$ cat config.mk
export PLATFORM = sky130hd
export DESIGN_NAME = sorted_list_table_top
export DESIGN_NICKNAME = d
export VERILOG_FILES = /design/src/hdl/slt_pkg.sv /design/src/hdl/slt_cmp.sv /design/src/hdl/sorted_list_table_top.sv
export SDC_FILE = /design/constraint.sdc
export NUM_CORES = 1
export LEC_CHECK = 0
export CORE_AREA = 2 2 233 235
export DETAILED_ROUTE_END_ITERATION = 8
export DIE_AREA = 0 0 235 237
export DONT_BUFFER_PORTS = 1
export PLACE_DENSITY = 0.7
export SYNTH_ARGS = -nofsm -noshare
export SYNTH_HDL_FRONTEND = slang
export SYNTH_HIERARCHICAL = 1
export SYNTH_SLANG_ARGS = --single-unit
$ cat constraint.sdc
create_clock -name aclk -period 7.65 [get_ports aclk]
set_input_delay 0.3825 -clock aclk [delete_from_list [all_inputs] [get_ports aclk]]
set_output_delay 0.3825 -clock aclk [all_outputs]
set_load 0.01 [all_outputs]
$ cat src/hdl/slt_pkg.sv
// Shared constants, codes and beat types of the sorted list table.
package slt_pkg;

    // Table size and the widths that follow from it.
    localparam int CAPACITY = 16;
    localparam int ADDR_W   = $clog2(CAPACITY);
    localparam int CNT_W    = $clog2(CAPACITY + 1);

    // Fixed field widths of the request and response beats.
    localparam int KIND_W   = 3;
    localparam int VALUE_W  = 32;
    localparam int STATUS_W = 2;
    localparam int POS_W    = 5;

    // Request kinds.
    localparam logic [KIND_W-1:0] OP_INSERT  = 3'd0;
    localparam logic [KIND_W-1:0] OP_DELETE  = 3'd1;
    localparam logic [KIND_W-1:0] OP_SEARCH  = 3'd2;
    localparam logic [KIND_W-1:0] OP_COUNT   = 3'd3;
    localparam logic [KIND_W-1:0] OP_REVERSE = 3'd4;
    localparam logic [KIND_W-1:0] OP_CLEAR   = 3'd5;

    // Response status codes.
    localparam logic [STATUS_W-1:0] ST_OK        = 2'd0;
    localparam logic [STATUS_W-1:0] ST_NOT_FOUND = 2'd1;
    localparam logic [STATUS_W-1:0] ST_FULL      = 2'd2;
    localparam logic [STATUS_W-1:0] ST_EMPTY     = 2'd3;

    typedef struct packed {
        logic [KIND_W-1:0]         kind;
        logic signed [VALUE_W-1:0] value;
    } req_t;

    typedef struct packed {
        logic [STATUS_W-1:0] status;
        logic [POS_W-1:0]    position;
        logic [POS_W-1:0]    entry_count;
    } rsp_t;

    // Result of the shared comparator.
    typedef struct packed {
        logic eq;
        logic lt;
    } cmp_res_t;

endpackage

$ cat src/hdl/slt_cmp.sv
// Shared signed comparator used by every scan over the table.
module slt_cmp
    import slt_pkg::*;
(
    input  logic signed [VALUE_W-1:0] lhs,
    input  logic signed [VALUE_W-1:0] rhs,
    output cmp_res_t                  res
);

    // Equality and signed less-than of the stored entry against the operand.
    assign res.eq = (lhs == rhs);
    assign res.lt = (lhs < rhs);

endmodule

$ cat src/hdl/sorted_list_table_top.sv
// Top level of the sorted list table: sequencer, entry store and beat registers.
//
//  channel | direction | handshake          | beat
//  s_      | in        | s_valid / s_ready  | req_t: kind, value
//  m_      | out       | m_valid / m_ready  | rsp_t: status, position, entry_count
//
// One request is worked at a time; s_ready is high only while the sequencer is idle.
// Insert, delete and search scan the entries, insert and delete then shift them, reverse
// swaps pairs from both ends, and count and clear leave the store alone. The entry store,
// with one write port and one registered read port, is scanned one entry per cycle.
// A finished response waits in the output register while the next request is accepted.
// Synchronous active-low reset empties the table; entry contents are not cleared.
module sorted_list_table_top
    import slt_pkg::*;
(
    input  logic aclk,
    input  logic aresetn,
    input  logic s_valid,
    output logic s_ready,
    input  req_t s_data,
    output logic m_valid,
    input  logic m_ready,
    output rsp_t m_data
);

    // Sequencer state codes.
    localparam logic [3:0] S_IDLE  = 4'd0;
    localparam logic [3:0] S_SCAN  = 4'd1;
    localparam logic [3:0] S_MOVE  = 4'd2;
    localparam logic [3:0] S_REV_A = 4'd3;
    localparam logic [3:0] S_REV_B = 4'd4;
    localparam logic [3:0] S_REV_C = 4'd5;
    localparam logic [3:0] S_REV_D = 4'd6;
    localparam logic [3:0] S_DONE  = 4'd7;

    logic [3:0]                state_reg, state_next;
    logic [KIND_W-1:0]         kind_reg, kind_next;
    logic signed [VALUE_W-1:0] value_reg, value_next;
    logic [CNT_W-1:0]          occ_reg, occ_next;
    logic [CNT_W-1:0]          idx_reg, idx_next;
    logic                      pend_reg, pend_next;
    logic [CNT_W-1:0]          cur_reg, cur_next;
    logic [CNT_W-1:0]          rem_reg, rem_next;
    logic [ADDR_W-1:0]         dst_reg, dst_next;
    logic [CNT_W-1:0]          p_reg, p_next;
    logic [ADDR_W-1:0]         lo_reg, lo_next;
    logic [ADDR_W-1:0]         hi_reg, hi_next;
    logic signed [VALUE_W-1:0] tmp_reg, tmp_next;
    logic [STATUS_W-1:0]       st_reg, st_next;
    logic [POS_W-1:0]          pos_reg, pos_next;
    logic                      m_valid_reg, m_valid_next;
    rsp_t                      m_data_reg, m_data_next;

    // Entry store and its port controls.
    logic signed [VALUE_W-1:0] mem [CAPACITY];
    logic signed [VALUE_W-1:0] rdata_reg;
    logic [ADDR_W-1:0]         raddr;
    logic                      we;
    logic [ADDR_W-1:0]         waddr;
    logic signed [VALUE_W-1:0] wdata;

    cmp_res_t                  cmp;
    logic                      hit;
    logic                      load_out;

    // One comparator serves every scan step.
    slt_cmp u_cmp (
        .lhs (rdata_reg),
        .rhs (value_reg),
        .res (cmp)
    );

    // A scan hit: insert stops at the first entry not less than the value,
    // delete and search at the first equal entry.
    assign hit = pend_reg && ((kind_reg == OP_INSERT) ? !cmp.lt : cmp.eq);

    assign load_out = (state_reg == S_DONE) && (!m_valid_reg || m_ready);

    // Sequencer next-state logic.
    always_comb begin
        logic [CNT_W-1:0] found_pos;

        state_next = state_reg;
        kind_next  = kind_reg;
        value_next = value_reg;
        occ_next   = occ_reg;
        idx_next   = idx_reg;
        pend_next  = pend_reg;
        cur_next   = cur_reg;
        rem_next   = rem_reg;
        dst_next   = dst_reg;
        p_next     = p_reg;
        lo_next    = lo_reg;
        hi_next    = hi_reg;
        tmp_next   = tmp_reg;
        st_next    = st_reg;
        pos_next   = pos_reg;
        raddr      = '0;
        we         = 1'b0;
        waddr      = '0;
        wdata      = rdata_reg;
        found_pos  = hit ? (idx_reg - CNT_W'(1)) : idx_reg;

        unique case (state_reg)
            S_IDLE: begin
                if (s_valid) begin
                    kind_next  = s_data.kind;
                    value_next = s_data.value;
                    st_next    = ST_OK;
                    pos_next   = '0;
                    idx_next   = '0;
                    pend_next  = 1'b0;
                    state_next = S_DONE;
                    unique case (s_data.kind)
                        OP_INSERT: begin
                            if (occ_reg == CNT_W'(CAPACITY)) begin
                                st_next = ST_FULL;
                            end else begin
                                state_next = S_SCAN;
                            end
                        end
                        OP_DELETE: begin
                            if (occ_reg == '0) begin
                                st_next = ST_EMPTY;
                            end else begin
                                state_next = S_SCAN;
                            end
                        end
                        OP_SEARCH: begin
                            state_next = S_SCAN;
                        end
                        OP_REVERSE: begin
                            if (occ_reg > CNT_W'(1)) begin
                                lo_next    = '0;
                                hi_next    = ADDR_W'(occ_reg - CNT_W'(1));
                                state_next = S_REV_A;
                            end
                        end
                        OP_CLEAR: begin
                            occ_next = '0;
                        end
                        default: begin
                        end
                    endcase
                end
            end

            // Walk from the head, one read issued per cycle, compare one behind.
            S_SCAN: begin
                if (hit || (idx_reg == occ_reg)) begin
                    pend_next = 1'b0;
                    unique case (kind_reg)
                        OP_INSERT: begin
                            p_next     = found_pos;
                            pos_next   = POS_W'(found_pos + CNT_W'(1));
                            rem_next   = occ_reg - found_pos;
                            cur_next   = occ_reg - CNT_W'(1);
                            state_next = S_MOVE;
                        end
                        OP_DELETE: begin
                            if (hit) begin
                                p_next     = found_pos;
                                rem_next   = occ_reg - found_pos - CNT_W'(1);
                                cur_next   = found_pos + CNT_W'(1);
                                state_next = S_MOVE;
                            end else begin
                                st_next    = ST_NOT_FOUND;
                                state_next = S_DONE;
                            end
                        end
                        default: begin
                            if (hit) begin
                                pos_next = POS_W'(found_pos + CNT_W'(1));
                            end else begin
                                st_next = ST_NOT_FOUND;
                            end
                            state_next = S_DONE;
                        end
                    endcase
                end else begin
                    raddr     = idx_reg[ADDR_W-1:0];
                    idx_next  = idx_reg + CNT_W'(1);
                    pend_next = 1'b1;
                end
            end

            // Shift entries one slot: toward the tail for insert, toward the head
            // for delete. Each read lands at its destination in the next cycle.
            S_MOVE: begin
                if (pend_reg) begin
                    we    = 1'b1;
                    waddr = dst_reg;
                    wdata = rdata_reg;
                end
                if (rem_reg != '0) begin
                    raddr     = cur_reg[ADDR_W-1:0];
                    rem_next  = rem_reg - CNT_W'(1);
                    pend_next = 1'b1;
                    if (kind_reg == OP_INSERT) begin
                        dst_next = ADDR_W'(cur_reg + CNT_W'(1));
                        cur_next = cur_reg - CNT_W'(1);
                    end else begin
                        dst_next = ADDR_W'(cur_reg - CNT_W'(1));
                        cur_next = cur_reg + CNT_W'(1);
                    end
                end else if (pend_reg) begin
                    pend_next = 1'b0;
                end else begin
                    if (kind_reg == OP_INSERT) begin
                        we       = 1'b1;
                        waddr    = p_reg[ADDR_W-1:0];
                        wdata    = value_reg;
                        occ_next = occ_reg + CNT_W'(1);
                    end else begin
                        occ_next = occ_reg - CNT_W'(1);
                    end
                    state_next = S_DONE;
                end
            end

            // Reverse: read the low and high entries, then write them crossed.
            S_REV_A: begin
                raddr      = lo_reg;
                state_next = S_REV_B;
            end
            S_REV_B: begin
                raddr      = hi_reg;
                tmp_next   = rdata_reg;
                state_next = S_REV_C;
            end
            S_REV_C: begin
                we         = 1'b1;
                waddr      = lo_reg;
                wdata      = rdata_reg;
                state_next = S_REV_D;
            end
            S_REV_D: begin
                we      = 1'b1;
                waddr   = hi_reg;
                wdata   = tmp_reg;
                lo_next = lo_reg + ADDR_W'(1);
                hi_next = hi_reg - ADDR_W'(1);
                if ((lo_reg + ADDR_W'(1)) < (hi_reg - ADDR_W'(1))) begin
                    state_next = S_REV_A;
                end else begin
                    state_next = S_DONE;
                end
            end

            S_DONE: begin
                if (!m_valid_reg || m_ready) begin
                    state_next = S_IDLE;
                end
            end

            default: begin
                state_next = S_IDLE;
            end
        endcase
    end

    // Output register next value.
    always_comb begin
        m_valid_next = m_valid_reg;
        m_data_next  = m_data_reg;
        if (load_out) begin
            m_valid_next            = 1'b1;
            m_data_next.status      = st_reg;
            m_data_next.position    = pos_reg;
            m_data_next.entry_count = POS_W'(occ_reg);
        end else if (m_ready) begin
            m_valid_next = 1'b0;
        end
    end

    // Control registers.
    always_ff @(posedge aclk) begin
        if (!aresetn) begin
            state_reg   <= S_IDLE;
            occ_reg     <= '0;
            pend_reg    <= 1'b0;
            m_valid_reg <= 1'b0;
        end else begin
            state_reg   <= state_next;
            occ_reg     <= occ_next;
            pend_reg    <= pend_next;
            m_valid_reg <= m_valid_next;
        end
    end

    // Working and payload registers.
    always_ff @(posedge aclk) begin
        kind_reg   <= kind_next;
        value_reg  <= value_next;
        idx_reg    <= idx_next;
        cur_reg    <= cur_next;
        rem_reg    <= rem_next;
        dst_reg    <= dst_next;
        p_reg      <= p_next;
        lo_reg     <= lo_next;
        hi_reg     <= hi_next;
        tmp_reg    <= tmp_next;
        st_reg     <= st_next;
        pos_reg    <= pos_next;
        m_data_reg <= m_data_next;
    end

    // Entry store: one write and one registered read per cycle.
    always_ff @(posedge aclk) begin
        if (we) begin
            mem[waddr] <= wdata;
        end
        rdata_reg <= mem[raddr];
    end

    assign s_ready = (state_reg == S_IDLE);
    assign m_valid = m_valid_reg;
    assign m_data  = m_data_reg;

`ifndef SYNTHESIS
    // The table never holds more than its capacity.
    a_occ_bound: assert property (@(posedge aclk) disable iff (!aresetn)
        occ_reg <= CNT_W'(CAPACITY))
        else $error("occupancy above capacity");

    // An accepted request closes the input side in the next cycle.
    a_busy_after_accept: assert property (@(posedge aclk) disable iff (!aresetn)
        (s_valid && s_ready) |=> !s_ready)
        else $error("input ready right after an accepted beat");

    // A pending compare always refers to an entry already read.
    a_pend_index: assert property (@(posedge aclk) disable iff (!aresetn)
        (pend_reg && (state_reg == S_SCAN)) |-> (idx_reg != '0))
        else $error("scan compare without a prior read");

    // A new response is loaded only when the previous one has left.
    a_no_overwrite: assert property (@(posedge aclk) disable iff (!aresetn)
        (m_valid && !m_ready) |=> (m_valid && $stable(m_data)))
        else $error("response changed before it was taken");
`endif

endmodule
==> impl_results.md <==
- Slew Viols, Final: 0
- IO Count: 53
- Vias per cell: about 6.7
- Run status: complete, no violations
- Synth top cells by count: 628 x edfxtp_1, 176 x o21ai_0, 141 x nand3_1
- Drt wl/cell: between 20 and 30 um
- Slew at the pin closest to its max-slew limit: 1.196 ns
- Async SR Flop Fraction: 0
- Critical Path AT: 6.56 ns
- Compound-Gate Fraction of Synth Area: 0.1370
- Synthesized cell area: slightly below 30000 sq um
- CP Class: reg2reg
- Synth-to-Final Area Change: 12.87%
- Core Area: 53280 sq um
- Post-DP HPWL: between 40 and 50 mm
- LEAKAGE: around 11 nW
- FF+latch area: around 20000 sq um
- Setup crit start kind: register
- CTS tree: built
- Fmax: 0.1637 GHz
- TritonCTS Buffers: 70
- Fillers: between 3k and 4k
- Max FFs per register: 512
- Initial DRT Pass Iterations: 5
- Global-route wire length before repair: 118.6 mm
- Antenna Nets Post-Route: 0
- Number of global-route vias before repair: 18.59k
- Vias: 19.10k
- Post-synthesis adder-cell area fraction: 0.02154
- Ys flop type: edfxtp_1
- Post-synthesis mux area share: 0.04063
- Share of cells above drive strength 1: 0.1546
- Setup Viol. Count Final: 0
- Gates resized, CTS repair: 0
- Ys Warns: 6
- Avg Cell Area, Syn: 13.97 sq um
- Synth Area in Simple Gates: 0.07958
- Final nets: 2204
- Slew headroom: 0.2025
- WP data required: 8.10 ns
- Initial antenna violation count: 2
- Final Wtd Congestion: between 0.8 and 0.9
- Power per cell area: 462.7 nW/um^2
- Final Total Pwr: about 15 mW
- Overflow left after global routing: 0
- Synth Register Bits: 670
- Post-Route Utilization: 0.6151
- Clk sinks: 670
- Worst VDD drop: 0.0004244 V
- Setup TNS after final layout: 0 ns
- Gate Count Post-Synth: 2078
- Worst clock skew: 0.02873 ns
- Row Count: 85
- Die Ht: 237 um
- CP endpoint kind: register
- Tot GR Track Use: 0.2818
- Number of synthesized flops with an enable pin: approximately 630
- Final Hold Vio Count: 0
- Clock latency at the later pin of the worst-skew pair: 0.61 ns
- Max Cap Viol: 0
- Final worst-path cycle share: 0.7985
- Number of H-tree levels: 3
- Cell variety after synth: 87
- Die Wd: 235 um
- Synth area leader: edfxtp_1
- DR DRC count: 0
- Initial core utilization: 0.5450
- Routed WL: 78.84 mm
- Mapped Nets: 2167
- Period minus WS final: 6.108 ns
- Worst hold path class: in2reg
- Largest Register: mem
- DIE AREA: 55700 sq um
- Reg clk slew, reported paths: about 0.060 ns
- Most common cell in the netlist: edfxtp_1
- Post-Synth XOR/XNOR Area: 0.01168
- Yosys top cell area share: 0.6494
- Unrepaired setup endpoints after global routing: no
- Multi-input gate area: 8642 sq um
- Sequential area share after synthesis: 0.6784
- Clock Tree Buf Depth: 3
- CTS Root Cell: clkbuf_16
- Initial drt markers: 2340
- CP max FO: 26
- Largest net degree at the start of global routing: about 130
- Largest family of logic cells by synthesized area: compound AO/OA/AOI/OAI gates
- Port bufs: 0
- Ranking of synthesized cells by area: edfxtp_1 65%, a211oi_1 3.3%, o21ai_0 3.0%
==> what timing repair did <==
item,CTS,global route
hold buffers,37,0
hold endpoints to repair,38,0
buffers inserted,0,0
endpoints found under the setup margin,0,0
==> layout by cell type, fill, tap and decap left out, types with 5 or more instances in the layout <==
cell type and n:
dfxtp_1 41, nor4_1 34, a22oi_1 66, mux2_2 61, a21o_1 5, and2_1 8, bufinv_16 7, nand2_1 75
o41ai_1 17, o21ai_1 16, and3_1 36, xor2_1 10, clkinv_2 9, clkbuf_8 7, clkinv_1 6, ha_1 50
mux2i_1 38, or3_1 7, inv_1 53, a211oi_2 21, edfxtp_1 628, nand2b_1 12, o22ai_1 32, clkbuf_1 20
nand4_1 10, nor3_1 15, a211oi_1 126, o21ai_0 176, clkbuf_16 74, nor2_1 42, dlygate4sd3_1 37, nand3_1 140
buf_4 78, a221o_1 17, xnor2_1 26, nor2_4 17, o211ai_1 6, a21oi_1 45
==> through the flow <==
| stage | worst slack [ns] | hold WS, ns | cells | cell area (sq um) |
|---|---|---|---|---|
| 2_1_floorplan | 2.956 | 0.4003 | 2078 | 29040 |
| 3_3_place_gp | 1.853 | 0.4047 | 2702 | 30030 |
| 3_5_place_dp | 1.755 | 0.4045 | 2702 | 30030 |
| 4_1_cts | 1.690 | 0.04396 | 2869 | 32770 |
| 5_1_grt | 1.470 | 0.06619 | 2869 | 32770 |
| 6_report | 1.542 | 0.06583 | 2870 | 32770 |
==> worst max-delay path: stages, from the launching register on <==
cell,delay (ns)
edfxtp_1,0.38
inv_1,0.08
ha_1,0.25
a21oi_1,0.17
o21ai_0,0.23
a221oi_1,0.48
o2111ai_1,0.21
o22ai_2,0.24
or4b_2,0.65
o211ai_2,0.16
o2111ai_2,0.68
or4b_2,1.13
buf_4,0.57
a211oi_1,0.08
nor4_1,0.44
o41ai_1,0.17
==> area by class of cell <==
cell class,instances,share of cell area
flip-flops and latches,670,0.6011
multi-input cells,1202,0.2637
clock buffers,101,0.06173
repair buffers,116,0.02978
well taps,696,0.02657
clock inverters,29,0.01077
inverters,55,0.006299
diodes,1,0.00007635
==> report_power, final <==
| part | internal (mW) | leakage [nW] | switching (mW) |
|---|---|---|---|
| clock network | 2.09 | 1.16 | 1.42 |
| logic | 1.88 | 3.68 | 4.12 |
| registers | 5.32 | 5.98 | 0.337 |
| total | 9.29 | 10.8 | 5.88 |
==> final timing paths <==
path | to | slack, ns | cells after the start | startpoint
worst min-delay path | occ_reg[1]$_SDFFE_PN0P_ | 0.07 | 2 | aresetn
worst max-delay path | rdata_reg[18]$_DFF_P_ | 1.54 | 15 | value_reg[19]$_DFFE_PP_
worst min register to register | m_data[7]$_DFFE_PP_ | 0.42 | 0 | pos_reg[2]$_SDFFCE_PN0P_
worst max register to register | rdata_reg[18]$_DFF_P_ | 1.54 | 15 | value_reg[19]$_DFFE_PP_
==> layer usage <==
| metal | wire length (um) | track usage |
|---|---|---|
| met2 | 37720 | 0.4600 |
| met3 | 7461 | 0.05013 |
| met1 | 31310 | 0.3880 |
| met4 | 2331 | 0.08765 |
| met5 | 13 | 0 |
==> cells by family after synthesis <==
kind of cell	after synthesis
buf+inv	206
simple gates	438
flops	670
xor+xnor	37
fa+ha+maj	50
compound gates	571
mux	106
Power figures use the tool's default switching activity.
